### src/rtl/mfap_pkg.sv
// Shared types and constants for the MAVLink frame parser with attitude decode.
// Used by the parser, the angle converter, the result queue, the top level and the bench; no dependencies.
package mfap_pkg;

  // Start-of-frame markers
  localparam logic [7:0] START_V1 = 8'hFE;
  localparam logic [7:0] START_V2 = 8'hFD;

  // Header byte positions after the start byte
  localparam logic [7:0] HDR_LEN      = 8'd0;
  localparam logic [7:0] HDR_V1_SEQ   = 8'd1;
  localparam logic [7:0] HDR_V1_SYS   = 8'd2;
  localparam logic [7:0] HDR_V1_COMP  = 8'd3;
  localparam logic [7:0] HDR_V1_ID    = 8'd4;
  localparam logic [7:0] HDR_V2_SEQ   = 8'd3;
  localparam logic [7:0] HDR_V2_SYS   = 8'd4;
  localparam logic [7:0] HDR_V2_COMP  = 8'd5;
  localparam logic [7:0] HDR_V2_ID0   = 8'd6;
  localparam logic [7:0] HDR_V2_ID1   = 8'd7;
  localparam logic [7:0] HDR_V2_ID2   = 8'd8;
  localparam logic [7:0] HDR_LAST_V1  = 8'd4;
  localparam logic [7:0] HDR_LAST_V2  = 8'd8;

  // Number of payload bytes kept
  localparam logic [7:0] HEAD_DEPTH = 8'd16;

  // Register reset value
  localparam logic [23:0] ATT_ID_RESET = 24'd30;

  // 18000/pi in unsigned Q.27, split for two 24x20 multipliers
  localparam logic [39:0] CDEG_PER_RAD_Q27 = 40'd769010935023;
  localparam logic [19:0] CDEG_KH = CDEG_PER_RAD_Q27[39:20];
  localparam logic [19:0] CDEG_KL = CDEG_PER_RAD_Q27[19:0];

  // Exponent landmarks: shift = 177 - exp; saturate at or above 177, zero at or below 113
  localparam logic [7:0] EXP_SPECIAL = 8'hFF;
  localparam logic [8:0] EXP_SHIFT_BASE = 9'd177;
  localparam logic [7:0] EXP_SAT_MIN = 8'd177;
  localparam logic [7:0] EXP_ZERO_MAX = 8'd113;

  // Result queue depth
  localparam int unsigned QUEUE_DEPTH = 2;

  // Header fields of one finished frame
  typedef struct packed {
    logic        version;
    logic [7:0]  seq;
    logic [7:0]  sys;
    logic [7:0]  comp;
    logic [23:0] msg_id;
    logic [7:0]  len;
    logic        att_valid;
    logic [31:0] boot_ms;
  } frame_hdr_t;

  // Roll, pitch, yaw as IEEE single bits (zero when not an attitude frame)
  typedef logic [2:0][31:0] angle_words_t;

endpackage

### src/rtl/mfap_angle_cvt.sv
// Three-stage pipeline turning IEEE single radians into signed centidegrees,
// truncated toward zero and saturated. Uses mfap_pkg.
module mfap_angle_cvt #(
  parameter int unsigned ANGLE_BITS = 24
) (
  input  logic                  clk,
  input  logic [31:0]           fbits,
  output logic [ANGLE_BITS-1:0] cdeg_r,
  output logic                  clip_r
);
  import mfap_pkg::*;

  localparam logic [ANGLE_BITS-1:0] MAXV = {1'b0, {(ANGLE_BITS - 1){1'b1}}};

  logic        sgn;
  logic [7:0]  ex;
  logic [22:0] fr;
  logic [23:0] mant;
  logic [8:0]  sh9;

  // stage A: decode and partial products
  logic        sgn_a_r, nan_a_r, inf_a_r, big_a_r, tiny_a_r;
  logic [5:0]  sh_a_r;
  logic [43:0] ph_a_r, pl_a_r;
  // stage B: full product
  logic        sgn_b_r, nan_b_r, inf_b_r, big_b_r, tiny_b_r;
  logic [5:0]  sh_b_r;
  logic [63:0] p_b_r;
  // stage C: shift, saturate, sign
  logic [63:0]           mag;
  logic                  over;
  logic [ANGLE_BITS-1:0] mag_sat;
  logic [ANGLE_BITS-1:0] cdeg_nxt;
  logic                  clip_nxt;

  assign sgn  = fbits[31];
  assign ex   = fbits[30:23];
  assign fr   = fbits[22:0];
  assign mant = (ex == 8'd0) ? {1'b0, fr} : {1'b1, fr};
  assign sh9  = EXP_SHIFT_BASE - {1'b0, ex};

  always_ff @(posedge clk) begin
    sgn_a_r  <= sgn;
    nan_a_r  <= (ex == EXP_SPECIAL) && (fr != 23'd0);
    inf_a_r  <= (ex == EXP_SPECIAL) && (fr == 23'd0);
    big_a_r  <= (ex >= EXP_SAT_MIN);
    tiny_a_r <= (ex <= EXP_ZERO_MAX);
    sh_a_r   <= sh9[5:0];
    ph_a_r   <= 44'(mant) * 44'(CDEG_KH);
    pl_a_r   <= 44'(mant) * 44'(CDEG_KL);
  end

  always_ff @(posedge clk) begin
    sgn_b_r  <= sgn_a_r;
    nan_b_r  <= nan_a_r;
    inf_b_r  <= inf_a_r;
    big_b_r  <= big_a_r;
    tiny_b_r <= tiny_a_r;
    sh_b_r   <= sh_a_r;
    p_b_r    <= {ph_a_r, 20'd0} + 64'(pl_a_r);
  end

  // Magnitude, saturation and sign
  always_comb begin
    mag      = tiny_b_r ? 64'd0 : (p_b_r >> sh_b_r);
    over     = inf_b_r || big_b_r || (|mag[63:ANGLE_BITS-1]);
    mag_sat  = over ? MAXV : mag[ANGLE_BITS-1:0];
    cdeg_nxt = sgn_b_r ? (~mag_sat + 1'b1) : mag_sat;
    clip_nxt = over;
    if (nan_b_r) begin
      cdeg_nxt = '0;
      clip_nxt = 1'b1;
    end
  end

  always_ff @(posedge clk) begin
    cdeg_r <= cdeg_nxt;
    clip_r <= clip_nxt;
  end

endmodule

### config.mk
export PLATFORM = sky130hd
export DESIGN_NAME = mfap_angle_cvt
export DESIGN_NICKNAME = d
export VERILOG_FILES = /design/src/rtl/mfap_pkg.sv /design/src/rtl/mfap_angle_cvt.sv
export SDC_FILE = /design/constraint.sdc
export NUM_CORES = 2
export LEC_CHECK = 0
export ABC_AREA = 1
export BUFFER_PORTS_ARGS = -buffer_cell sky130_fd_sc_hd__buf_2
export CORE_MARGIN = 10
export CORE_UTILIZATION = 53
export CTS_BUF_LIST = sky130_fd_sc_hd__clkbuf_8
export CTS_CLUSTER_SIZE = 24
export DETAILED_ROUTE_END_ITERATION = 16
export PLACE_DENSITY = 0.69
export SYNTH_ARGS = -nofsm -noshare
export SYNTH_HDL_FRONTEND = slang
export SYNTH_SLANG_ARGS = --single-unit
export TNS_END_PERCENT = 50
### constraint.sdc
create_clock -name clk -period 7.6 [get_ports clk]
set_input_delay 1.52 -clock clk [delete_from_list [all_inputs] [get_ports clk]]
set_output_delay 1.52 -clock clk [all_outputs]
set_load 0.02 [all_outputs]
=== Word-level counts from Yosys, hierarchy flattened ===
Cells that the tools add are included.

* $add $sub $neg: 3
* Equal/unequal tests: 1
* $lt $le $gt $ge: 2
* Shift-type cells: 1
* Bitwise operators: 1
* Divide/modulo/power cells: 0
* Reduce and logical (&&, ||, !) cells: 8
* Multiplexer cells: 4
* Multiply operators: 2

{| class="wikitable"
|+ Operators with widths
! cell !! number
|-
| multiplier 24 x 20 -> 44 bit (second input constant) || 2
|-
| two-way mux 24 bit || 3
|-
| adder 64 x 44 -> 64 bit || 1
|-
| two-way mux 64 bit || 1
|-
| right shift 64 x 6 -> 64 bit || 1
|-
| OR reduction 41 bit || 1
|-
| adder 24 x 1 -> 24 bit (second input constant) || 1
|-
| inverter 24 bit || 1
|-
| logical NOT 23 bit || 1
|-
| nonzero test 23 bit || 1
|-
| == test 8 bit (second input constant) || 1
|-
| greater-or-equal comparator 8 bit (second input constant) || 1
|-
| <= comparator 8 x 7 -> 1 bit (second input constant) || 1
|-
| logical NOT 8 bit || 1
|-
| subtractor 6 bit (first input constant) || 1
|-
| logical AND 1 bit || 2
|-
| logical OR 1 bit || 2
|}

* Memories: 0
* Memory bits (writable): 0
* Output and inout port bits: 25
* Bits in latches: 0
* Bits in registers: 199
* ROM bits: 0
* Input port bits: 33
* Word-level logic and storage cells: 39

=== Longest topological paths before layout ===
* Word-level depth: 8
* Mapped depth: 30
* Mapped depth without buffers: 30

=== Worst setup path before layout ===
Ideal clock, no wire load.

* Path type: input port to flip-flop
* Start: input fbits[26]
* End: register pl_a_r[41]
* Data arrival time: 6.988 ns
* Path slack: 0.488 ns
* Path buffers: 0
* Stages: 26
* Library setup time: 0.123 ns
* Data required time: 7.477 ns
* Cell sequence: nor2_1 nand2_1 nor2_1 nand4_1 inv_1 fa_1 inv_1 ha_1 inv_1 fa_1 inv_1 fa_1 inv_1 fa_1 fa_1 inv_1 ha_1 ha_1 nand2_1 nor2_1 inv_1 o221ai_1 a21oi_1 o21ai_0 a21oi_1 xor2_1

* Longest elaborated chain between the ends: 3

{| class="wikitable"
|+ RTL lines
! item !! line !! RTL
|-
| start: declaration || mfap_angle_cvt.sv:7 || <nowiki>input logic [31:0] fbits,</nowiki>
|-
| logical NOT 8 bit || mfap_angle_cvt.sv:39 || <nowiki>assign mant = (ex == 8'd0) ? {1'b0, fr} : {1'b1, fr};</nowiki>
|-
| two-way mux 24 bit || mfap_angle_cvt.sv:39 ||
|-
| multiplier 24 x 20 -> 44 bit || mfap_angle_cvt.sv:50 || <nowiki>pl_a_r <= 44'(mant) * 44'(CDEG_KL);</nowiki>
|-
| end signal: assignment || mfap_angle_cvt.sv:50 ||
|-
| end: declaration || mfap_angle_cvt.sv:24 || <nowiki>logic [43:0] ph_a_r, pl_a_r;</nowiki>
|}

No other way between the ends.
A chain may end at the register's enable or synchronous reset.

=== Final worst setup path ===
* Start: input fbits[7]
* End: register pl_a_r[43]

* Longest elaborated chain between the ends: 2

{| class="wikitable"
|+ RTL lines
! item !! line
|-
| two-way mux 24 bit || mfap_angle_cvt.sv:39
|-
| multiplier 24 x 20 -> 44 bit || mfap_angle_cvt.sv:50
|}

No other way between the ends.

==> reports/metrics.csv <==
metric;value;unit
worstMarginPinSlew;1.01;ns
post-cts-setup-buffer-count;0;
finalCritPeriodShare;92.0;%
place_inst;4333;
fin_crit;6.99;ns
status;completed;
via_count;23200;
area_growth;8.59;%
pin_count;58;
tritoncts;yes;
finish.net_count;4513;
numPortBuffers;57;
synthTopCellsByCount;inv_1, nand2_1, ha_1;
grt-ovfl-total;0;
relSlewSlack;32.7;%
synth_area;28300;µm²
netlist.area_leader.share;25.3;%
rsz0062_at_grt;no;
syn_inst;3509;
hold_viol_final;0;
ys_seq_elements;198;
rr_endpoint;cdeg_r[14];
ff2ff_setup_slack;1.97;ns
grt_pass1_vias;23600;
grt_pass1_wl;127;mm
cp.required;8.04;ns
crit_fanout;9;
num_rows;84;
fin_skew;0.0193;ns
synth_area_leaders;fa_1, ha_1, dfxtp_1, inv_1, nand2_1;
path_delay_family;adder cells;
clkTransAtPathRegs;0.12;ns
yosysSeqAreaShare;14.0;%
holdPathEnd;sh_b_r[4];
wl_per_cell;18.3;µm
drc;0;
async_flop_share;0;%
max_stage_delay;0.53;ns
start_kind;primary input;
clk_path_buf_depth;2;
critical_path_class;in -> reg;
hold_class;reg -> reg;
die_w;251;µm
post_cts_resized;0;
post_route_cells_drive_above_1_share;7.10;%
yosys_most_used_dff;dfxtp_1;
cts_buffers;17;
ys_types;50;
synth_area_per_cell;8.06;µm²
yosysMostFrequentCell;inv_1;
post-place-ws;0.0480;ns
finalWorstSetupSlack;0.612;ns
die_h;251;µm
antenna_found_initial;1;
root_buffer;clkbuf_8;
gp_congestion;0.996;
dr.pass1.iters;7;
hold_depth;0;
grt.total_usage;25.5;%
slowest_stage;fa_1;
drv_cap;0;
fin_cells;4366;
dieArea;63000;µm²
synth_nets;4358;
reg2reg_from;sh_b_r[2];
clock_latency;0.53;ns
cts.sinks;198;
first_iter_violations;1397;
holdBufCountCts;0;
cp-end-kind;register;
hp-start;sh_a_r[4];
tns;0;ns
viasPerCell;5.31;
dpl.hpwl;70.9;mm
fp.coreArea;52700;µm²
grt_max_degree;68;
setup_violations;0;
crit_top_cell;fa_1;
slew_viol_final;0;
synth_edf_count;0;
synth_top_area_cell;fa_1;
max_freq;0.143;GHz
yosysWarningCount;0;
cp_num_buf_inv;9;
ctsHtreeMaxLevel;4;
ant_nets;0;
crit_arrival;7.43;ns
postRouteWirelength;80.0;mm
initial_core_util;53.7;%
ff2ff_path_depth;23;
worst max path at each step:
stage            endpoint  slack (ns)  cells after the start  startpoint
6_report       pl_a_r[43]        0.61                     28    fbits[7]
5_1_grt        pl_a_r[38]        0.28                     33    fbits[6]
4_1_cts        pl_a_r[40]        0.63                     24    fbits[7]
3_5_place_dp   pl_a_r[43]        0.05                     28    fbits[7]
3_3_place_gp   pl_a_r[43]        0.08                     28    fbits[7]
2_1_floorplan  pl_a_r[41]        0.49                     26   fbits[26]
state kept, by name, summed over array words and instances, names as in the netlist:
signal,count
inf_a_r,1
nan_a_r,1
sh_b_r,6
sgn_b_r,1
inf_b_r,1
tiny_a_r,1
clip_r,1
cdeg_r,24
tiny_b_r,1
big_a_r,1
nan_b_r,1
ph_a_r,43
pl_a_r,44
p_b_r,64
sgn_a_r,1
sh_a_r,6
big_b_r,1
metal layers:
layer	part of all wire (%)	vias to the layer above	GRT usage, %
li1	-	11500	-
met1	42	10900	31.3
met2	48	611	43.7
met3	4.6	159	2.93
met4	5.1	0	12.7
met5	0	-	0
worst register-to-register path: stages (launching register included):
cell	delay, ns
dfxtp_2	0.33
buf_4	0.48
clkinv_1	0.97
buf_4	0.58
nand3_1	0.17
nand3_1	0.16
nand2_1	0.16
nand2_1	0.06
nor2_1	0.21
nor2_1	0.06
nor2_1	0.12
nand2_1	0.08
nand2_2	0.33
nand2_1	0.38
nor2_1	0.20
ha_1	0.20
nand4_1	0.12
nor2_1	0.19
nand3_1	0.12
nand2_1	0.28
nand2_1	0.12
nand2_1	0.08
nand2_1	0.06
nor2_1	0.10
cell families after synthesis:
family                   share of synthesized area [%]
flip-flops                                        14.0
XOR/XNOR                                          4.09
AND/OR/NAND/NOR                                   17.9
multiplexers                                     0.212
AO/OA/AOI/OAI                                     7.36
buffers and inverters                             10.9
adder cells (fa/ha/maj)                           45.6
area by class of cell:
class                      instances  area, µm²
clock inverter                    15        211
sequential                       198       3970
timing repair buffer             213       1470
clock buffer                      17        234
multi-input combinational       2507      21200
inverter                         727       2730
fill                            4919      21900
antenna                            1       2.50
tap                              688        861
per-stage QoR:
stage | area, µm² | utilization, % | hold WS [ns]
finish | 30700 | 58.3 | 0.334
global route | 30700 | 58.3 | 0.338
CTS | 30700 | 58.3 | 0.338
detailed placement | 30300 | 57.5 | 0.312
global placement | 30300 | 57.5 | 0.310
floorplan | 28300 | - | 0.310
layout by cell type (no fill, tap or decap), types with 3 or more instances in the layout:
cell,netlist,layout
inv_1,722,722
nand2_1,569,569
ha_1,459,459
fa_1,357,357
nand3_1,323,323
nor2_1,195,195
dfxtp_1,198,194
a21oi_1,160,160
buf_4,8,155
o21ai_0,117,117
xor2_1,84,84
buf_2,27,57
xnor2_1,48,48
nand4_1,43,43
nor3_1,28,28
a31oi_1,18,18
clkbuf_8,0,17
o21a_1,16,16
o211ai_1,16,16
nor4_1,8,8
o31ai_1,6,6
mux2i_1,6,6
clkinv_8,0,6
o2111ai_1,5,5
and3_1,5,5
a21boi_0,4,4
or2_2,4,4
a21o_1,4,4
o21ai_1,4,4
inv_12,0,4
dfxtp_2,0,4
o21bai_1,3,3
clkinv_1,3,3
o221ai_1,3,3
a221oi_1,3,3
inv_6,0,3
Power is left out: the tool's default activity adds up to more than one toggle a clock period on the data nets, which glitch-free logic cannot reach.
