--- src/rtl/mfap_pkg.sv ---
// Shared types and constants for the MAVLink frame parser with attitude decode.
// Used by the parser, the angle converter, the result queue, the top level and the bench; no dependencies.
package mfap_pkg;

  // Start-of-frame markers
  localparam logic [7:0] START_V1 = 8'hFE;
  localparam logic [7:0] START_V2 = 8'hFD;

  // Header byte positions after the start byte
  localparam logic [7:0] HDR_LEN      = 8'd0;
  localparam logic [7:0] HDR_V1_SEQ   = 8'd1;
  localparam logic [7:0] HDR_V1_SYS   = 8'd2;
  localparam logic [7:0] HDR_V1_COMP  = 8'd3;
  localparam logic [7:0] HDR_V1_ID    = 8'd4;
  localparam logic [7:0] HDR_V2_SEQ   = 8'd3;
  localparam logic [7:0] HDR_V2_SYS   = 8'd4;
  localparam logic [7:0] HDR_V2_COMP  = 8'd5;
  localparam logic [7:0] HDR_V2_ID0   = 8'd6;
  localparam logic [7:0] HDR_V2_ID1   = 8'd7;
  localparam logic [7:0] HDR_V2_ID2   = 8'd8;
  localparam logic [7:0] HDR_LAST_V1  = 8'd4;
  localparam logic [7:0] HDR_LAST_V2  = 8'd8;

  // Number of payload bytes kept
  localparam logic [7:0] HEAD_DEPTH = 8'd16;

  // Register reset value
  localparam logic [23:0] ATT_ID_RESET = 24'd30;

  // 18000/pi in unsigned Q.27, split for two 24x20 multipliers
  localparam logic [39:0] CDEG_PER_RAD_Q27 = 40'd769010935023;
  localparam logic [19:0] CDEG_KH = CDEG_PER_RAD_Q27[39:20];
  localparam logic [19:0] CDEG_KL = CDEG_PER_RAD_Q27[19:0];

  // Exponent landmarks: shift = 177 - exp; saturate at or above 177, zero at or below 113
  localparam logic [7:0] EXP_SPECIAL = 8'hFF;
  localparam logic [8:0] EXP_SHIFT_BASE = 9'd177;
  localparam logic [7:0] EXP_SAT_MIN = 8'd177;
  localparam logic [7:0] EXP_ZERO_MAX = 8'd113;

  // Result queue depth
  localparam int unsigned QUEUE_DEPTH = 2;

  // Header fields of one finished frame
  typedef struct packed {
    logic        version;
    logic [7:0]  seq;
    logic [7:0]  sys;
    logic [7:0]  comp;
    logic [23:0] msg_id;
    logic [7:0]  len;
    logic        att_valid;
    logic [31:0] boot_ms;
  } frame_hdr_t;

  // Roll, pitch, yaw as IEEE single bits (zero when not an attitude frame)
  typedef logic [2:0][31:0] angle_words_t;

endpackage

--- src/rtl/mfap_out_queue.sv ---
// Two-entry result queue between the conversion pipeline and the output channel.
// Uses mfap_pkg for its depth.
module mfap_out_queue #(
  parameter int unsigned WIDTH = 8
) (
  input  logic             clk,
  input  logic             rst_n,
  input  logic             push,
  input  logic [WIDTH-1:0] push_data,
  output logic             out_vld,
  input  logic             out_rdy,
  output logic [WIDTH-1:0] out_data,
  output logic [1:0]       cnt_r
);
  import mfap_pkg::*;

  logic [WIDTH-1:0] entry_r [QUEUE_DEPTH];
  logic             wr_ptr_r, rd_ptr_r;
  logic             pop;

  assign out_vld  = (cnt_r != 2'd0);
  assign out_data = entry_r[rd_ptr_r];
  assign pop      = out_vld && out_rdy;

  // Pointers and fill level
  always_ff @(posedge clk) begin
    if (!rst_n) begin
      wr_ptr_r <= 1'b0;
      rd_ptr_r <= 1'b0;
      cnt_r    <= 2'd0;
    end else begin
      if (push) wr_ptr_r <= ~wr_ptr_r;
      if (pop) rd_ptr_r <= ~rd_ptr_r;
      if (push && !pop) cnt_r <= cnt_r + 2'd1;
      else if (pop && !push) cnt_r <= cnt_r - 2'd1;
    end
  end

  // Word storage
  always_ff @(posedge clk) begin
    if (push) entry_r[wr_ptr_r] <= push_data;
  end

endmodule

--- config.mk ---
export PLATFORM = sky130hd
export DESIGN_NAME = mfap_out_queue
export DESIGN_NICKNAME = d
export VERILOG_FILES = /design/src/rtl/mfap_pkg.sv /design/src/rtl/mfap_out_queue.sv
export SDC_FILE = /design/constraint.sdc
export NUM_CORES = 1
export LEC_CHECK = 0
export BUFFER_PORTS_ARGS = -buffer_cell sky130_fd_sc_hd__buf_2
export CORE_UTILIZATION = 52
export CTS_CLUSTER_DIAMETER = 80
export DETAILED_ROUTE_END_ITERATION = 6
export PLACE_DENSITY = 0.83
export SLEW_MARGIN = 20
export SYNTH_ARGS = -nofsm -noshare
export SYNTH_HDL_FRONTEND = slang
export SYNTH_SLANG_ARGS = --single-unit
export TNS_END_PERCENT = 100
--- constraint.sdc ---
create_clock -name clk -period 4.05 [get_ports clk]
set_input_delay 0.2025 -clock clk [delete_from_list [all_inputs] [get_ports clk]]
set_output_delay 0.2025 -clock clk [all_outputs]
set_load 0.01 [all_outputs]
Yosys cells after proc, flatten, opt, wreduce, memory -nomap -nowiden
Memory sizes are Yosys's and may differ from the RTL's. A register that Yosys moved wholly into a read port is not among the register bits.
Index checks and enable logic that the tools add are counted.
- register bits after elaboration: 4
- RAM bits: 16
- input port bits: 12
- output and inout port bits: 11
- word-level logic and storage cells: 21
- memories: 1
- add/sub/neg operators: 2
- muxes and demuxes: 6
- bitwise gates (word level): 2
- reduce and logical (&&, ||, !) cells: 7
- memories (name ; words ; width ; read ports ; clocked after memory_dff ; write ports ; line ; RTL):
    entry_r ; 2 ; 8 ; 1 ; 1 ; 1 ; mfap_out_queue.sv:17 ; logic [WIDTH-1:0] entry_r [QUEUE_DEPTH];
- operators with widths (operator ; number):
    $mux 1 ; 4
    $mux 2 ; 2
    $reduce_bool 2->1 ; 2
    $logic_and 1x1->1 ; 3
    $add 2x1->2 const B ; 1
    $logic_not 1->1 ; 2
    $not 1->1 ; 2
    $sub 2x1->2 const B ; 1

Longest topological paths before layout
Gate-level depths: netlist (run 1).
- depth after elaboration: 5
- depth in mapped cells: 5
- gate-level depth less buffers: 5

Worst setup path after synthesis (run 1)
OpenSTA, ideal clock, no wires.
- path type: register to register
- from: register cnt_r[0]
- to: register cnt_r[1]
- setup time: 0.070 ns
- arrival: 1.357 ns
- data required time: 3.980 ns
- slack: 2.623 ns
- cell stages (with the launch flop): 5
- path buffers: 0
- period minus slack after synthesis: 1.427 ns
- cell sequence: dfxtp_1 -> o21ai_1 -> ha_1 -> or3_1 -> a21boi_1
- cells in the longest elaborated chain, start to end: 5
- elaborated cells between the ends (all ways): 10
- those cells by class: add/sub (2); mux (2); reduce/logical (6)
- ends and longest elaborated chain (item ; line ; RTL):
    start: declaration ; mfap_out_queue.sv:13 ; output logic [1:0] cnt_r
    start signal: assignment ; mfap_out_queue.sv:34 ; if (push && !pop) cnt_r <= cnt_r + 2'd1;
    start signal: assignment ; mfap_out_queue.sv:35 ; else if (pop && !push) cnt_r <= cnt_r - 2'd1;
    parallel branches: the longest is 5 deep, another holds $sub 2x1->2 ; n/a ;
Parallel ways; which one is timed is not known. The select of a mux whose other input is x is not followed.
A chain may end at the register's enable or synchronous reset.

==> results of run 1 <==
[sequential cells by signal, summed over array words and instances (netlist names), named ones only]
| signal | count |
|---|---|
| entry_r | 16 |
| rd_ptr_r | 1 |
| cnt_r | 2 |
| wr_ptr_r | 1 |
[final timing paths]
path	end	slack [ns]
hold / removal	entry_r[0][4]$_DFFE_PP_	0.09
setup / recovery	out_data[2]	2.48
setup reg to reg	cnt_r[1]$_SDFFE_PN0P_	2.57
hold reg to reg	cnt_r[1]$_SDFFE_PN0P_	0.53
[critical path: cells and delay by family, from the launching register on]
| family | cells | cell delay, ns |
|---|---|---|
| multiplexers | 1 | 0.37 |
| buffers and inverters | 1 | 0.14 |
| flip-flops | 1 | 0.56 |
[area by class of cell]
class | count | area [sq um]
flip-flops and latches | 21 | 581
fillers | 92 | 410
multi-input cells | 24 | 204
repair buffers | 22 | 110
clock buffers | 4 | 26.3
well taps | 15 | 18.8
[logic make-up after synthesis]
group | after synthesis
AND/OR/NAND/NOR | 8
flip-flops | 21
multiplexers | 8
buffers and inverters | 1
adder cells (fa/ha/maj) | 1
AO/OA/AOI/OAI | 4
XOR/XNOR | 3
[through the flow]
step	worst slack [ns]	utilization (%)	hold WS (ns)	cell area, sq um	instances
floorplan	2.62	-	0.301	790	46
global placement	2.66	67.7	0.391	913	82
detailed placement	2.60	67.7	0.396	913	82
CTS	2.46	69.6	0.0839	940	86
global route	2.41	69.6	0.0746	940	86
finish	2.48	69.6	0.0924	940	86
[layer usage]
layer | vias to the layer above | wire [microns]
li1 | 221 | -
met1 | 205 | 564
met2 | 14 | 601
met3 | 0 | 59
met4 | 0 | 0
met5 | - | 0
[cells in the mapped netlist]
cell	instances
or3_1	1
o21ai_0	1
xnor2_1	2
dfxtp_1	5
ha_1	1
or2_1	1
edfxtp_1	16
a21boi_1	1
o21ai_1	1
o21a_1	1
xor2_1	1
buf_2	1
nor2b_1	2
and2_1	4
mux2_1	8
[where the power goes]
group / internal (mW) / switching (mW) / leakage (nW)
Combinational: 0.0809 / 0.0700 / 0.165
Clock: 0.0383 / 0.0587 / 0.0150
Sequential: 0.260 / 0.0297 / 0.192
==> impl_metrics.yaml, run 1 <==
setup_path:
  path_cells: "mux2_1 -> buf_2"
  worstPathArrival_ns: 1.37
  start_kind: "flip-flop"
  slowest_stage: "dfxtp_1"
  cp-end-kind: "output pin"
  reg2regPathDepth: 4
  cp_data_required_time_ns: 3.85
  crit_fanout: 8
  r2r_start: "cnt_r[0]$_SDFFE_PN0P_"
  critPathKind: "reg -> out"
  max_stage_delay_ns: 0.56
clock_tree:
  cts_resized: 0
  ctsLongestPathBuffers: 2
  clock_sinks: 21
  cts_setup_buffers: 0
  cts_buffers: 3
  path_clk_slew_ns: 0.11
  htreeDepth: 1
  clockRootBuffer: "clkbuf_4"
  insertion_delay_ns: 0.29
  tritoncts: "done"
  cts-hold-fix-buffers: 0
global_routing:
  grt.total_usage_pct: 15.8
  antenna_found_initial: 0
  grt_max_degree: 12
  grt_pass1_vias: 421
  grt_pass1_wl_microns: 1650
  grtUsageMet1_pct: 19.1
  top_usage_layer: "met2"
  use_met2_pct: 25.8
  grt_use_met3_pct: 3.80
  grt_overflow: 0
routing:
  drtIter0Drc: 9
  dr.pass1.iters: 4
  vias_per_cell: 5.12
  wl_per_cell_microns: 14.2
  drcViolationCount: 0
  antenna_left: 0
  drt_wl_total_microns: 1230
  via_count: 440
hold_path:
  hp-start: "push_data[4]"
  min_path_type: "in -> reg"
  min_path_cells: 1
floorplanning:
  core-area_sq_mm: 0.00135
  num_rows: 13
  fp.dieH_microns: 41.0
  die-area_sq_mm: 0.00168
  die_width_microns: 41.0
  initial_utilization_pct: 58.5
  io_pins: 23
synthesis:
  synth_mux_area_share_pct: 11.4
  synth_xor_area_share_pct: 3.33
  synth_top_family_by_area: "multiplexers"
  synth_area_leader_cell: "edfxtp_1"
  yosys.area_share.simple_pct: 6.34
  yosysUniqueCellTypes: 15
  netlist_instances: 46
  synth_compound_area_share_pct: 3.17
  synth_fa_ha_area_share_pct: 1.58
  synth_area_per_cell_sq_um: 17.2
  ys_top_cells_by_area: "edfxtp_1 61%, dfxtp_1 13%, mux2_1 11%"
  yosysSeqAreaShare_pct: 73.5
  synth_top_area_share_pct: 60.9
  synth_seq_cells: 21
  syn_nets: 59
  synth_warnings: 0
  syn-cell-area_sq_um: 790
sta:
  rsz0062_at_grt: "false"
  min_period_over_period_pct: 38.7
  max_freq_ghz: 0.637
  worst_pin_slew_ns: 0.808
  slew_headroom_pct: 46.0
  hold_violations: 0
  period_needed_ns: 1.57
  tns_ns: 0
  drv_slew: 0
  setup_viol: 0
  fin_worst_skew_ns: 0.00139
power:
  power_mw: 0.538
  ir_worst_vdd_mv: 0.310
  p_leak_nw: 0.372
  powerDensity_mw_per_mm2: 572
cells_and_area:
  diodes: 0
  drive_above_1_share_pct: 35.2
  mostFrequentLayoutCells: "22 x buf_2, 16 x edfxtp_1, 8 x mux2_1, 5 x dfxtp_1, 4 x and2_1"
  nets: 85
  synthToLayoutAreaGrowth_pct: 19.0
  final_common_cell: "buf_2"
placement:
  io_buffers: 22
  place_hpwl_microns: 889
  place.gp.congestion: 0.666
run_status:
  status: "finished clean"
flow_run:
  max_cap_violations: 0
(Power assumes the default switching activity.)
==> run 2, diff against run 1 <==
Settings changed: ABC_AREA set to 1, CORE_UTILIZATION 52 to 48, PLACE_DENSITY 0.83 to 0.77.
Clock period 4.05 ns to 1.6 ns, I/O delays scaled along.
==> run 2 against run 1 <==
Compared with the run above:
- area after synthesis is 3.3% higher
- synthesized cell count is 30% higher
- first-iteration DRC count is 11% lower
- total power is 110% higher
- critical path depth stayed put
- worst hold slack worse by 0.069 ns
- sequential share of layout area is 6.4 points lower
- highest routed layer is now met4
==> impl_metrics.yaml, run 2 <==
run_status:
  status: "finished clean"
sta:
  hold_violations: 0
  min_period_over_period_pct: 90.8
  tns_ns: 0
  setup_viol: 0
  worst_pin_slew_ns: 0.365
  period_needed_ns: 1.45
  max_freq_ghz: 0.688
  fin_worst_skew_ns: 0.00495
  slew_headroom_pct: 75.6
  drv_slew: 0
  rsz0062_at_grt: "false"
power:
  power_mw: 1.13
  ir_worst_vdd_mv: 0.663
  powerDensity_mw_per_mm2: 1070
  p_leak_nw: 0.454
synthesis:
  ys_top_cells_by_area: "edfxtp_1 59%, dfxtp_1 12%, mux2_2 11%"
  synth-edff-count: 16
  synth_area_leader_cell: "edfxtp_1"
  syn-cell-area_sq_um: 816
  synth_warnings: 0
  async_flop_share_pct: 0
  yosysSeqAreaShare_pct: 71.2
  synthTopCellsByCount: "16 x edfxtp_1, 8 x mux2_2, 8 x nand2_1, 7 x inv_1, 7 x nor2_1"
  yosysMostFrequentCell: "edfxtp_1"
  synth_seq_cells: 21
  synth_ff_type: "edfxtp_1"
  synth_top_area_share_pct: 58.9
  netlist_instances: 60
  syn_nets: 73
  synth_area_per_cell_sq_um: 13.6
  yosysUniqueCellTypes: 15
placement:
  io_buffers: 22
  place_hpwl_microns: 899
  place.gp.congestion: 0.682
cells_and_area:
  final_common_cell: "buf_2"
  synthToLayoutAreaGrowth_pct: 28.5
  top_register: "entry_r"
  top_regs: "entry_r (16), cnt_r (2)"
  diodes: 0
  largest_reg_flops: 16
  nets: 108
  mostFrequentLayoutCells: "22 x buf_2, 16 x edfxtp_1, 8 x mux2_2, 8 x nand2_1, 8 x dlygate4sd3_1"
  drive_above_1_share_pct: 38.3
hold_path:
  min_path_type: "in -> reg"
setup_path:
  critPathKind: "reg -> out"
  cp_num_buf_inv: 1
  cp_data_required_time_ns: 1.52
  cp_top_family: "flip-flops"
  start_kind: "flip-flop"
  path_cells: "mux2_2 -> buf_2"
  reg2reg_slack_ns: 0.23
  slowest_stage: "dfxtp_1"
  cp-end-kind: "output pin"
  crit_fanout: 8
  worstPathArrival_ns: 1.37
  max_stage_delay_ns: 0.55
clock_tree:
  path_clk_slew_ns: 0.11
  cts_buffers: 3
  clock_sinks: 21
  clockRootBuffer: "clkbuf_4"
  htreeDepth: 1
  cts_setup_buffers: 0
  insertion_delay_ns: 0.30
  ctsLongestPathBuffers: 2
  tritoncts: "done"
global_routing:
  grt_max_degree: 12
  grt.total_usage_pct: 15.7
  grt_pass1_wl_microns: 1950
  grt_overflow: 0
  antenna_found_initial: 0
  grt_pass1_vias: 482
routing:
  via_count: 536
  drtIter0Drc: 8
  antenna_left: 0
  drt_wl_total_microns: 1270
  dr.pass1.iters: 4
  wl_per_cell_microns: 11.5
  vias_per_cell: 4.87
  drcViolationCount: 0
floorplanning:
  initial_utilization_pct: 52.9
  io_pins: 23
  die_width_microns: 43.2
  die-area_sq_mm: 0.00187
  num_rows: 14
  fp.dieH_microns: 43.2
  core-area_sq_mm: 0.00154
flow_run:
  max_cap_violations: 0
-- run 2: changes by cell type after synthesis, sizes merged, moves of 2 or more --
cell and delta:
inv +8, xnor2 -2, nand2 +9, and2 -4, nor2b -2, nor2 +7
-- run 2: cells by family (layout without fill, tap and decap cells) --
logic type               after synthesis  in the layout  synth area share (%)
adder cells (fa/ha/maj)                1              1                  1.53
AO/OA/AOI/OAI                          3              3                  2.15
multiplexers                           8              8                  11.0
flip-flops                            21             21                  71.2
buffers and inverters                  9             43                  5.06
AND/OR/NAND/NOR                       18             18                  9.05
-- run 2: through the flow --
step                      hold slack [ns]  cells  util (%)  cell area, sq um  worst slack (ns)
after CTS                          0.0123    110      68.0              1050             0.127
final                              0.0231    110      68.0              1050             0.147
after detailed placement            0.272     98      61.1               942             0.239
after floorplan                     0.179     60         -               816             0.309
after global routing              0.00481    110      68.0              1050            0.0725
after global placement              0.270     98      61.1               942             0.342
-- run 2: timing repair --
item	4_1_cts	5_1_grt
setup endpoints to repair	0	0
hold buffers	8	0
hold endpoints to repair	16	0
gates resized for setup	0	0
-- run 2: report_power, final --
group / total (mW) / leakage, nW / switching, mW / internal, mW
logic: 0.212 / 0.247 / 0.103 / 0.109
registers: 0.662 / 0.192 / 0.0322 / 0.630
clock network: 0.253 / 0.0150 / 0.156 / 0.0973
total: 1.13 / 0.454 / 0.291 / 0.836
-- run 2: final cells by class --
class                   count  area (sq um)
flip-flops and latches     21           581
fillers                   126           493
repair buffers             31           198
multi-input cells          30           194
inverters                   8          30.0
clock buffers               4          26.3
well taps                  16          20.0
-- run 2: path summary, 6_finish.rpt --
kind / startpoint / cells after the start / endpoint
max: flip-flop / 2 / out_data[4]
min: rst_n / 3 / wr_ptr_r$_SDFFE_PN0P_
max reg2reg: cnt_r[0]$_SDFFE_PN0P_ / 8 / cnt_r[1]$_SDFFE_PN0P_
min reg2reg: rd_ptr_r$_SDFFE_PN0P_ / 2 / flip-flop
-- run 2: per-layer routing --
layer  wire length [microns]  global-route usage (%)
met3                      47                    6.38
met4                      10                    10.9
met2                     680                    25.7
met1                     529                    16.1
met5                       0                       0
-- run 2: worst reg2reg max path, stage by stage (launching register included) --
cell	delay (ns)
dfxtp_1	0.43
o21a_1	0.19
inv_1	0.05
ha_1	0.26
inv_1	0.11
nand3_1	0.09
nand2_1	0.06
inv_1	0.03
nor2_1	0.08
