===== config.mk =====
export PLATFORM = sky130hd
export DESIGN_NAME = mfap_parser
export DESIGN_NICKNAME = d
export VERILOG_FILES = /design/src/rtl/mfap_pkg.sv /design/src/rtl/mfap_parser.sv
export SDC_FILE = /design/constraint.sdc
export NUM_CORES = 1
export LEC_CHECK = 0
export BUFFER_PORTS_ARGS = -buffer_cell sky130_fd_sc_hd__buf_2
export CAP_MARGIN = 15
export CORE_ASPECT_RATIO = 1.5
export CORE_MARGIN = 5
export CORE_UTILIZATION = 40
export CTS_CLUSTER_SIZE = 10
export DETAILED_ROUTE_END_ITERATION = 12
export GPL_TIMING_DRIVEN = 0
export RECOVER_POWER = 25
export SLEW_MARGIN = 25
export SYNTH_ARGS = -nofsm -noshare
export SYNTH_HDL_FRONTEND = slang
export SYNTH_SLANG_ARGS = --single-unit

===== constraint.sdc =====
create_clock -name clk -period 4.5 [get_ports clk]
set_clock_uncertainty 0.05 [all_clocks]
set_input_delay 0.675 -clock clk [delete_from_list [all_inputs] [get_ports clk]]
set_output_delay 0.675 -clock clk [all_outputs]
set_load 0.03 [all_outputs]

===== src/rtl/mfap_pkg.sv =====
// Shared types and constants for the MAVLink frame parser with attitude decode.
// Used by the parser, the angle converter, the result queue, the top level and the bench; no dependencies.
package mfap_pkg;

  // Start-of-frame markers
  localparam logic [7:0] START_V1 = 8'hFE;
  localparam logic [7:0] START_V2 = 8'hFD;

  // Header byte positions after the start byte
  localparam logic [7:0] HDR_LEN      = 8'd0;
  localparam logic [7:0] HDR_V1_SEQ   = 8'd1;
  localparam logic [7:0] HDR_V1_SYS   = 8'd2;
  localparam logic [7:0] HDR_V1_COMP  = 8'd3;
  localparam logic [7:0] HDR_V1_ID    = 8'd4;
  localparam logic [7:0] HDR_V2_SEQ   = 8'd3;
  localparam logic [7:0] HDR_V2_SYS   = 8'd4;
  localparam logic [7:0] HDR_V2_COMP  = 8'd5;
  localparam logic [7:0] HDR_V2_ID0   = 8'd6;
  localparam logic [7:0] HDR_V2_ID1   = 8'd7;
  localparam logic [7:0] HDR_V2_ID2   = 8'd8;
  localparam logic [7:0] HDR_LAST_V1  = 8'd4;
  localparam logic [7:0] HDR_LAST_V2  = 8'd8;

  // Number of payload bytes kept
  localparam logic [7:0] HEAD_DEPTH = 8'd16;

  // Register reset value
  localparam logic [23:0] ATT_ID_RESET = 24'd30;

  // 18000/pi in unsigned Q.27, split for two 24x20 multipliers
  localparam logic [39:0] CDEG_PER_RAD_Q27 = 40'd769010935023;
  localparam logic [19:0] CDEG_KH = CDEG_PER_RAD_Q27[39:20];
  localparam logic [19:0] CDEG_KL = CDEG_PER_RAD_Q27[19:0];

  // Exponent landmarks: shift = 177 - exp; saturate at or above 177, zero at or below 113
  localparam logic [7:0] EXP_SPECIAL = 8'hFF;
  localparam logic [8:0] EXP_SHIFT_BASE = 9'd177;
  localparam logic [7:0] EXP_SAT_MIN = 8'd177;
  localparam logic [7:0] EXP_ZERO_MAX = 8'd113;

  // Result queue depth
  localparam int unsigned QUEUE_DEPTH = 2;

  // Header fields of one finished frame
  typedef struct packed {
    logic        version;
    logic [7:0]  seq;
    logic [7:0]  sys;
    logic [7:0]  comp;
    logic [23:0] msg_id;
    logic [7:0]  len;
    logic        att_valid;
    logic [31:0] boot_ms;
  } frame_hdr_t;

  // Roll, pitch, yaw as IEEE single bits (zero when not an attitude frame)
  typedef logic [2:0][31:0] angle_words_t;

endpackage


===== src/rtl/mfap_parser.sv =====
// Byte-level frame parser: hunts for start bytes, captures the header and
// the first payload bytes, and emits one frame record per frame. Uses mfap_pkg.
module mfap_parser (
  input  logic                  clk,
  input  logic                  rst_n,
  input  logic                  byte_vld,
  input  logic [7:0]            byte_in,
  input  logic [23:0]           att_id,
  input  logic                  accept_v1,
  input  logic                  accept_v2,
  output logic                  rec_vld_r,
  output mfap_pkg::frame_hdr_t  rec_hdr_r,
  output mfap_pkg::angle_words_t rec_ang_r
);
  import mfap_pkg::*;

  typedef enum logic [1:0] {
    PH_HUNT,
    PH_HEADER,
    PH_PAYLOAD,
    PH_CHECK
  } phase_t;

  phase_t           phase_r, phase_nxt;
  logic [7:0]       cnt_r, cnt_nxt;
  logic             ver_r, ver_nxt;
  logic [7:0]       len_r, len_nxt;
  logic [7:0]       seq_r, seq_nxt;
  logic [7:0]       sys_r, sys_nxt;
  logic [7:0]       comp_r, comp_nxt;
  logic [23:0]      id_r, id_nxt;
  logic [15:0][7:0] head_r, head_nxt;
  logic             rec_vld_nxt;
  frame_hdr_t       rec_hdr_nxt;
  angle_words_t     rec_ang_nxt;
  logic [7:0]       hdr_last;
  logic [31:0]      ts;
  logic             att_ok;

  // Timestamp and attitude match on the current frame
  assign ts       = {head_r[3], head_r[2], head_r[1], head_r[0]};
  assign att_ok   = (id_r == att_id) && (ts != 32'd0);
  assign hdr_last = ver_r ? HDR_LAST_V2 : HDR_LAST_V1;

  // Frame record built on the second checksum byte
  always_comb begin
    rec_hdr_nxt.version   = ver_r;
    rec_hdr_nxt.seq       = seq_r;
    rec_hdr_nxt.sys       = sys_r;
    rec_hdr_nxt.comp      = comp_r;
    rec_hdr_nxt.msg_id    = id_r;
    rec_hdr_nxt.len       = len_r;
    rec_hdr_nxt.att_valid = att_ok;
    rec_hdr_nxt.boot_ms   = att_ok ? ts : 32'd0;
    rec_ang_nxt[0] = att_ok ? {head_r[7], head_r[6], head_r[5], head_r[4]} : 32'd0;
    rec_ang_nxt[1] = att_ok ? {head_r[11], head_r[10], head_r[9], head_r[8]} : 32'd0;
    rec_ang_nxt[2] = att_ok ? {head_r[15], head_r[14], head_r[13], head_r[12]} : 32'd0;
  end

  // Next-state logic for one accepted byte
  always_comb begin
    phase_nxt   = phase_r;
    cnt_nxt     = cnt_r;
    ver_nxt     = ver_r;
    len_nxt     = len_r;
    seq_nxt     = seq_r;
    sys_nxt     = sys_r;
    comp_nxt    = comp_r;
    id_nxt      = id_r;
    head_nxt    = head_r;
    rec_vld_nxt = 1'b0;
    if (byte_vld) begin
      case (phase_r)
        PH_HUNT: begin
          if ((byte_in == START_V2 && accept_v2) || (byte_in == START_V1 && accept_v1)) begin
            ver_nxt   = (byte_in == START_V2);
            cnt_nxt   = 8'd0;
            id_nxt    = 24'd0;
            head_nxt  = '0;
            phase_nxt = PH_HEADER;
          end
        end
        PH_HEADER: begin
          if (ver_r) begin
            if (cnt_r == HDR_LEN)          len_nxt  = byte_in;
            else if (cnt_r == HDR_V2_SEQ)  seq_nxt  = byte_in;
            else if (cnt_r == HDR_V2_SYS)  sys_nxt  = byte_in;
            else if (cnt_r == HDR_V2_COMP) comp_nxt = byte_in;
            else if (cnt_r == HDR_V2_ID0)  id_nxt[7:0]   = byte_in;
            else if (cnt_r == HDR_V2_ID1)  id_nxt[15:8]  = byte_in;
            else if (cnt_r == HDR_V2_ID2)  id_nxt[23:16] = byte_in;
          end else begin
            if (cnt_r == HDR_LEN)          len_nxt  = byte_in;
            else if (cnt_r == HDR_V1_SEQ)  seq_nxt  = byte_in;
            else if (cnt_r == HDR_V1_SYS)  sys_nxt  = byte_in;
            else if (cnt_r == HDR_V1_COMP) comp_nxt = byte_in;
            else if (cnt_r == HDR_V1_ID)   id_nxt   = {16'd0, byte_in};
          end
          if (cnt_r >= hdr_last) begin
            cnt_nxt   = 8'd0;
            phase_nxt = (len_nxt != 8'd0) ? PH_PAYLOAD : PH_CHECK;
          end else begin
            cnt_nxt = cnt_r + 8'd1;
          end
        end
        PH_PAYLOAD: begin
          if (cnt_r < HEAD_DEPTH) head_nxt[cnt_r[3:0]] = byte_in;
          cnt_nxt = cnt_r + 8'd1;
          if (cnt_nxt >= len_r) begin
            cnt_nxt   = 8'd0;
            phase_nxt = PH_CHECK;
          end
        end
        PH_CHECK: begin
          // checksum bytes are skipped, not checked
          if (cnt_r == 8'd0) begin
            cnt_nxt = 8'd1;
          end else begin
            rec_vld_nxt = 1'b1;
            cnt_nxt     = 8'd0;
            phase_nxt   = PH_HUNT;
          end
        end
        default: begin
          phase_nxt = PH_HUNT;
          cnt_nxt   = 8'd0;
        end
      endcase
    end
  end

  // Parser state and frame record
  always_ff @(posedge clk) begin
    if (!rst_n) begin
      phase_r   <= PH_HUNT;
      cnt_r     <= 8'd0;
      ver_r     <= 1'b0;
      len_r     <= 8'd0;
      seq_r     <= 8'd0;
      sys_r     <= 8'd0;
      comp_r    <= 8'd0;
      id_r      <= 24'd0;
      head_r    <= '0;
      rec_vld_r <= 1'b0;
      rec_hdr_r <= '0;
      rec_ang_r <= '0;
    end else begin
      phase_r   <= phase_nxt;
      cnt_r     <= cnt_nxt;
      ver_r     <= ver_nxt;
      len_r     <= len_nxt;
      seq_r     <= seq_nxt;
      sys_r     <= sys_nxt;
      comp_r    <= comp_nxt;
      id_r      <= id_nxt;
      head_r    <= head_nxt;
      rec_vld_r <= rec_vld_nxt;
      if (rec_vld_nxt) begin
        rec_hdr_r <= rec_hdr_nxt;
        rec_ang_r <= rec_ang_nxt;
      end
    end
  end

endmodule


# Yosys cells after proc, flatten, opt, wreduce, memory -nomap -nowiden
# Cells that the tools add are included.
totals:
  register_bits: 382
  in_bits: 37
  output_inout_bits: 187
  elab_cells: 173
classes:
  addsub: 1
  n_lt_le_gt_ge: 5
  eq_ne: 38
  n_mux: 65
  bitwise_logic: 1
  n_reduce_logical: 25
ops:
  columns: ["op", "count"]
  rows:
  - ["24-bit 2-to-1 mux", 11]
  - ["128-bit 2-to-1 mux", 2]
  - ["128-bit one-hot mux with 2 select lines", 1]
  - ["8-bit 2-to-1 mux", 31]
  - ["128-bit bitwise mux", 1]
  - ["32-bit 2-to-1 mux", 4]
  - ["24-bit one-hot mux with 2 select lines", 1]
  - ["8-bit demux with 4-bit select", 1]
  - ["8-bit by 3-bit == test with 1-bit output (second input constant)", 4]
  - ["8-bit one-hot mux with 4 select lines", 1]
  - ["32-bit nonzero test", 1]
  - ["3-bit != test (second input constant)", 9]
  - ["24-bit == test", 1]
  - ["2-bit != test (second input constant)", 11]
  - ["8-bit by 2-bit == test with 1-bit output (second input constant)", 2]
  - ["8-bit == test (second input constant)", 2]
  - ["16-bit 2-to-1 mux", 1]
  - ["13-bit AND reduction", 1]
  - ["12-bit AND reduction", 1]
  - ["11-bit AND reduction", 1]
  - ["5-bit AND reduction", 2]
  - ["2-bit nonzero test", 5]
  - ["9-bit AND reduction", 1]
  - ["8-bit by 1-bit adder with 8-bit output (second input constant)", 1]
  - ["25 further kinds", 39]

# Longest topological paths before layout
depth:
  ltp_word: 10
  depth_mapped: 13
  depth_no_buf: 10

# Least setup slack after synthesis
# OpenSTA, ideal clock, no wires.
synth_path:
  path_kind: "register -> register"
  from: "reg cnt_r[0]"
  to: "reg cnt_r[1]"
  setup_time_ns: 0.062
  arrival_ns: 2.755
  required_time_ns: 4.388
  path_slack_ns: 1.633
  stages_incl_launch_ff: 12
  n_path_buf: 2
  period_less_slack_ns: 2.867
  cell_sequence: "dfxtp_1 > ha_1 > clkbuf_1 > and3_1 > clkbuf_1 > xor2_1 > ha_1 > nand4_1 > a21oi_1 > a21o_1 > a211oi_1 > a32o_1"
synth_via:
  elab_chain_cells: 4
  word_cells_on_any_way: 6
  cone_classes: "add/sub (1); order compare (2); mux (3)"
synth_rtl:
  columns: ["item", "line", "text"]
  rows:
  - ["start, declared", "mfap_parser.sv:25", "logic [7:0] cnt_r, cnt_nxt;"]
  - ["start signal, assigned", "mfap_parser.sv:149", "cnt_r <= cnt_nxt;"]
  - ["8-bit by 1-bit adder with 8-bit output", "mfap_parser.sv:103, mfap_parser.sv:108", null]
  - ["8-bit >= comparator", "mfap_parser.sv:109", "if (cnt_nxt >= len_r) begin"]
  - ["8-bit 2-to-1 mux", "mfap_parser.sv:109", null]
  - ["8-bit one-hot mux with 4 select lines (*)", "mfap_parser.sv:73", "case (phase_r)"]
# Every way passes the cells marked *; elsewhere a longest branch is shown, timed or not.
# A chain may end at the register's enable or synchronous reset.

# Worst setup path in the final report
layout_path:
  from: "reg cnt_r[0]"
  to: "reg cnt_r[7]"
# Same word-level chain as after synthesis.

==> results_dict.tcl <==
set metrics [dict create \
    synth_top_area_cell "dfxtp_1" \
    coreArea_um2 34900 \
    placed_cells 2075 \
    root_buffer "clkbuf_16" \
    die_h_um 239 \
    place_ws_ps 628 \
    crit_fanout 10 \
    synth-main-ff-cell "dfxtp_1" \
    netlist_area_um2 14000 \
    slew_violations 0 \
    hold_path.class "reg2reg" \
    drt_iter0_markers 680 \
    routed_via_density 5.53 \
    critical_path_class "reg2reg" \
    p_leak_uw 0.00633 \
    grt_pass1_wl_um 67000 \
    synth.avg_cell_area_um2 10.1 \
    grt_pass1_vias 11800 \
    synth.area.top_cells "dfxtp_1 55%, a22o_1 11%, nand2_1 3.7%, a32oi_1 3.5%, nor2_1 3.2%" \
    synth.distinct_cells 62 \
    clkTransAtPathRegs_ps 60 \
    fin_cells 2127 \
    synth_seq_cells 382 \
    cts_hold_buf 0 \
    synth_edf_count 0 \
    fin_nets 1704 \
    layout_setup_ws_ps 567 \
    dr.pass1.iters 5 \
    power_uw 6690 \
    synth_nets 1442 \
    finalHoldViolations 0 \
    min_period_ps 3930 \
    grt_antenna_before_repair 0 \
    setup_tns_ps 0 \
    die_area_um2 39000 \
    yosysSeqAreaShare_pct 54.5 \
    grt.total_usage_pct 21.7 \
    arrival_ps 4370 \
    maxCapViolCount 0 \
    final_util_pct 48.0 \
    fmax_mhz 254 \
    vias 11800 \
    fin_crit_sh_pct 87.4 \
    status "finished clean" \
    gp_congestion 0.856 \
    startpoint_type "flip-flop" \
    cts_tree "built" \
    drc 0 \
    cts_setup_buffers 0 \
    diodes 0 \
    clkSinkCount 382 \
    die_w_um 163 \
    port_buffers 216 \
    routed_wirelength_um 43700 \
    max_slew_margin_pct 24.3 \
    fill_cells 3447 \
    layout-drive-gt1-share_pct 10.2 \
    worstPathCellList "ha_1 > clkbuf_1 > and3_1 > clkbuf_1 > xor2_1 > ha_1 > a21oi_1 > o2111ai_1 > a21o_1 > a211oi_1 > a32o_1" \
    cts_resized 0 \
    synthCells 1386 \
    p_per_area_nw_per_um2 399 \
    slowest_delay_ps 620 \
    grt-ovfl-total 0 \
    ant_nets 0 \
    finalSetupViolCount 0 \
    h-tree-depth 2 \
    async_reset_ff_share_pct 0 \
    clock_latency_ps 550 \
    rsz0062_at_grt "no" \
    area_growth_pct 19.5 \
    grt_max_degree 12 \
    critPathCaptureType "flip-flop" \
    max_slew.worst_pin.slew_ps 1130 \
    synth_top_area_share_pct 54.5 \
    numCtsBuffers 44 \
    cp.required_ps 4940 \
    initial_core_util_pct 40.2 \
    clockBufferDepth 3 \
    io-pin-count 224 \
    hpwl_um 31800 \
    yosysWarnings 0 \
    wire_per_inst_um 20.6 \
    cp_slowest_cell "a211oi_1" \
    peakVddDrop_mv 0.260 \
    rows 84 \
]
==> layout by cell type, fill, tap and decap left out, types with 7 or more instances in the layout <==
master,netlist,final
a22oi_1,17,17
xor2_1,27,27
nand4_1,7,7
a21oi_1,81,81
o221ai_1,7,7
buf_1,9,9
a32o_1,12,12
nand2_1,140,140
clkbuf_16,0,46
o22ai_2,8,8
o2bb2ai_1,7,7
dfxtp_1,382,382
nand3_1,21,21
a32oi_1,56,56
nor4_1,19,19
nor2_1,121,115
a22o_1,178,178
and3_1,12,12
nand2b_1,11,11
ha_1,19,19
inv_1,36,36
mux2i_1,33,33
buf_2,15,89
clkbuf_1,86,232
==> worst max-delay path: cells and delay by family (launching register included) <==
| family | cells | cell delay [ps] |
|---|---|---|
| AOI/OAI and AO/OA | 5 | 1420 |
| buffers and inverters | 2 | 930 |
| DFF | 1 | 520 |
| adders and majority gates | 2 | 450 |
| and+or+nand+nor | 1 | 350 |
| xor gates and xnor gates | 1 | 160 |
==> cells by family (layout without fill, tap and decap cells) <==
logic type | after synthesis | in the layout | share of synthesized area, %
xor+xnor | 30 | 30 | 1.87
simple gates | 362 | 362 | 11.7
fa+ha+maj | 19 | 19 | 1.69
mux | 35 | 35 | 2.51
flops | 382 | 382 | 54.5
compound gates | 405 | 405 | 23.3
buf+inv | 153 | 421 | 4.41
==> power breakdown <==
part	total [µW]	switching, µW	internal [µW]	leakage [µW]
clock	3160	1300	1860	0.000593
combinational	138	108	30.0	0.00267
sequential	3380	0.269	3380	0.00307
==> flip-flops by register name, indices dropped and copies added (netlist names), 8 cells and up <==
| signal | flops |
|---|---|
| cnt_r | 8 |
| comp_r | 8 |
| head_r | 128 |
| id_r | 24 |
| len_r | 8 |
| rec_ang_r | 96 |
| rec_hdr_r | 90 |
| seq_r | 8 |
| sys_r | 8 |
==> metrics by stage <==
stage / hold slack, ps / instance area, µm²
floorplan: 381 / 14000
global placement: 392 / 15700
detailed placement: 395 / 15700
CTS: 403 / 16900
global route: 420 / 16800
finish: 403 / 16800
==> cell type report <==
cell class / count / area (µm²) / share of cell area, %
plain buffers: 116 / 480 / 2.87
clock buffers: 50 / 1170 / 6.96
clock inverters: 2 / 46.3 / 0.276
inverters: 37 / 139 / 0.828
multi-input cells: 851 / 5790 / 34.5
flip-flops and latches: 382 / 7650 / 45.6
well taps: 473 / 592 / 3.53
repair buffers: 216 / 903 / 5.39
==> worst paths after layout <==
check,from,endpoint,slack [ps],depth (start not counted)
min reg2reg,rec_hdr_r[55]$_SDFFE_PN0P_,rec_hdr_r[55]$_SDFFE_PN0P_,400,2
max,cnt_r[0]$_SDFFE_PN0P_,cnt_r[7]$_SDFFE_PN0P_,570,11
min,rec_hdr_r[55]$_SDFFE_PN0P_,rec_hdr_r[55]$_SDFFE_PN0P_,400,2
max reg2reg,cnt_r[0]$_SDFFE_PN0P_,cnt_r[7]$_SDFFE_PN0P_,570,11
==> metal layers <==
layer	GRT usage, %	share of wire, %
met2	38.5	50
met1	25.6	41
met4	8.01	3.5
met3	4.60	6.4
met5	0	0
==> synth_stat cells, types with 4 or more instances <==
master / n
dfxtp_1: 382
a22o_1: 178
nand2_1: 140
nor2_1: 121
clkbuf_1: 86
a21oi_1: 81
a32oi_1: 56
inv_1: 36
mux2i_1: 33
xor2_1: 27
nand3_1: 21
ha_1: 19
nor4_1: 19
a22oi_1: 17
buf_2: 15
a32o_1: 12
and3_1: 12
nand2b_1: 11
buf_1: 9
o22ai_2: 8
nand4_1: 7
o221ai_1: 7
o2bb2ai_1: 7
and2_1: 6
buf_4: 5
nor2b_1: 5
a211oi_1: 4
nor3b_1: 4
o31ai_1: 4
(Power assumes the default switching activity.)
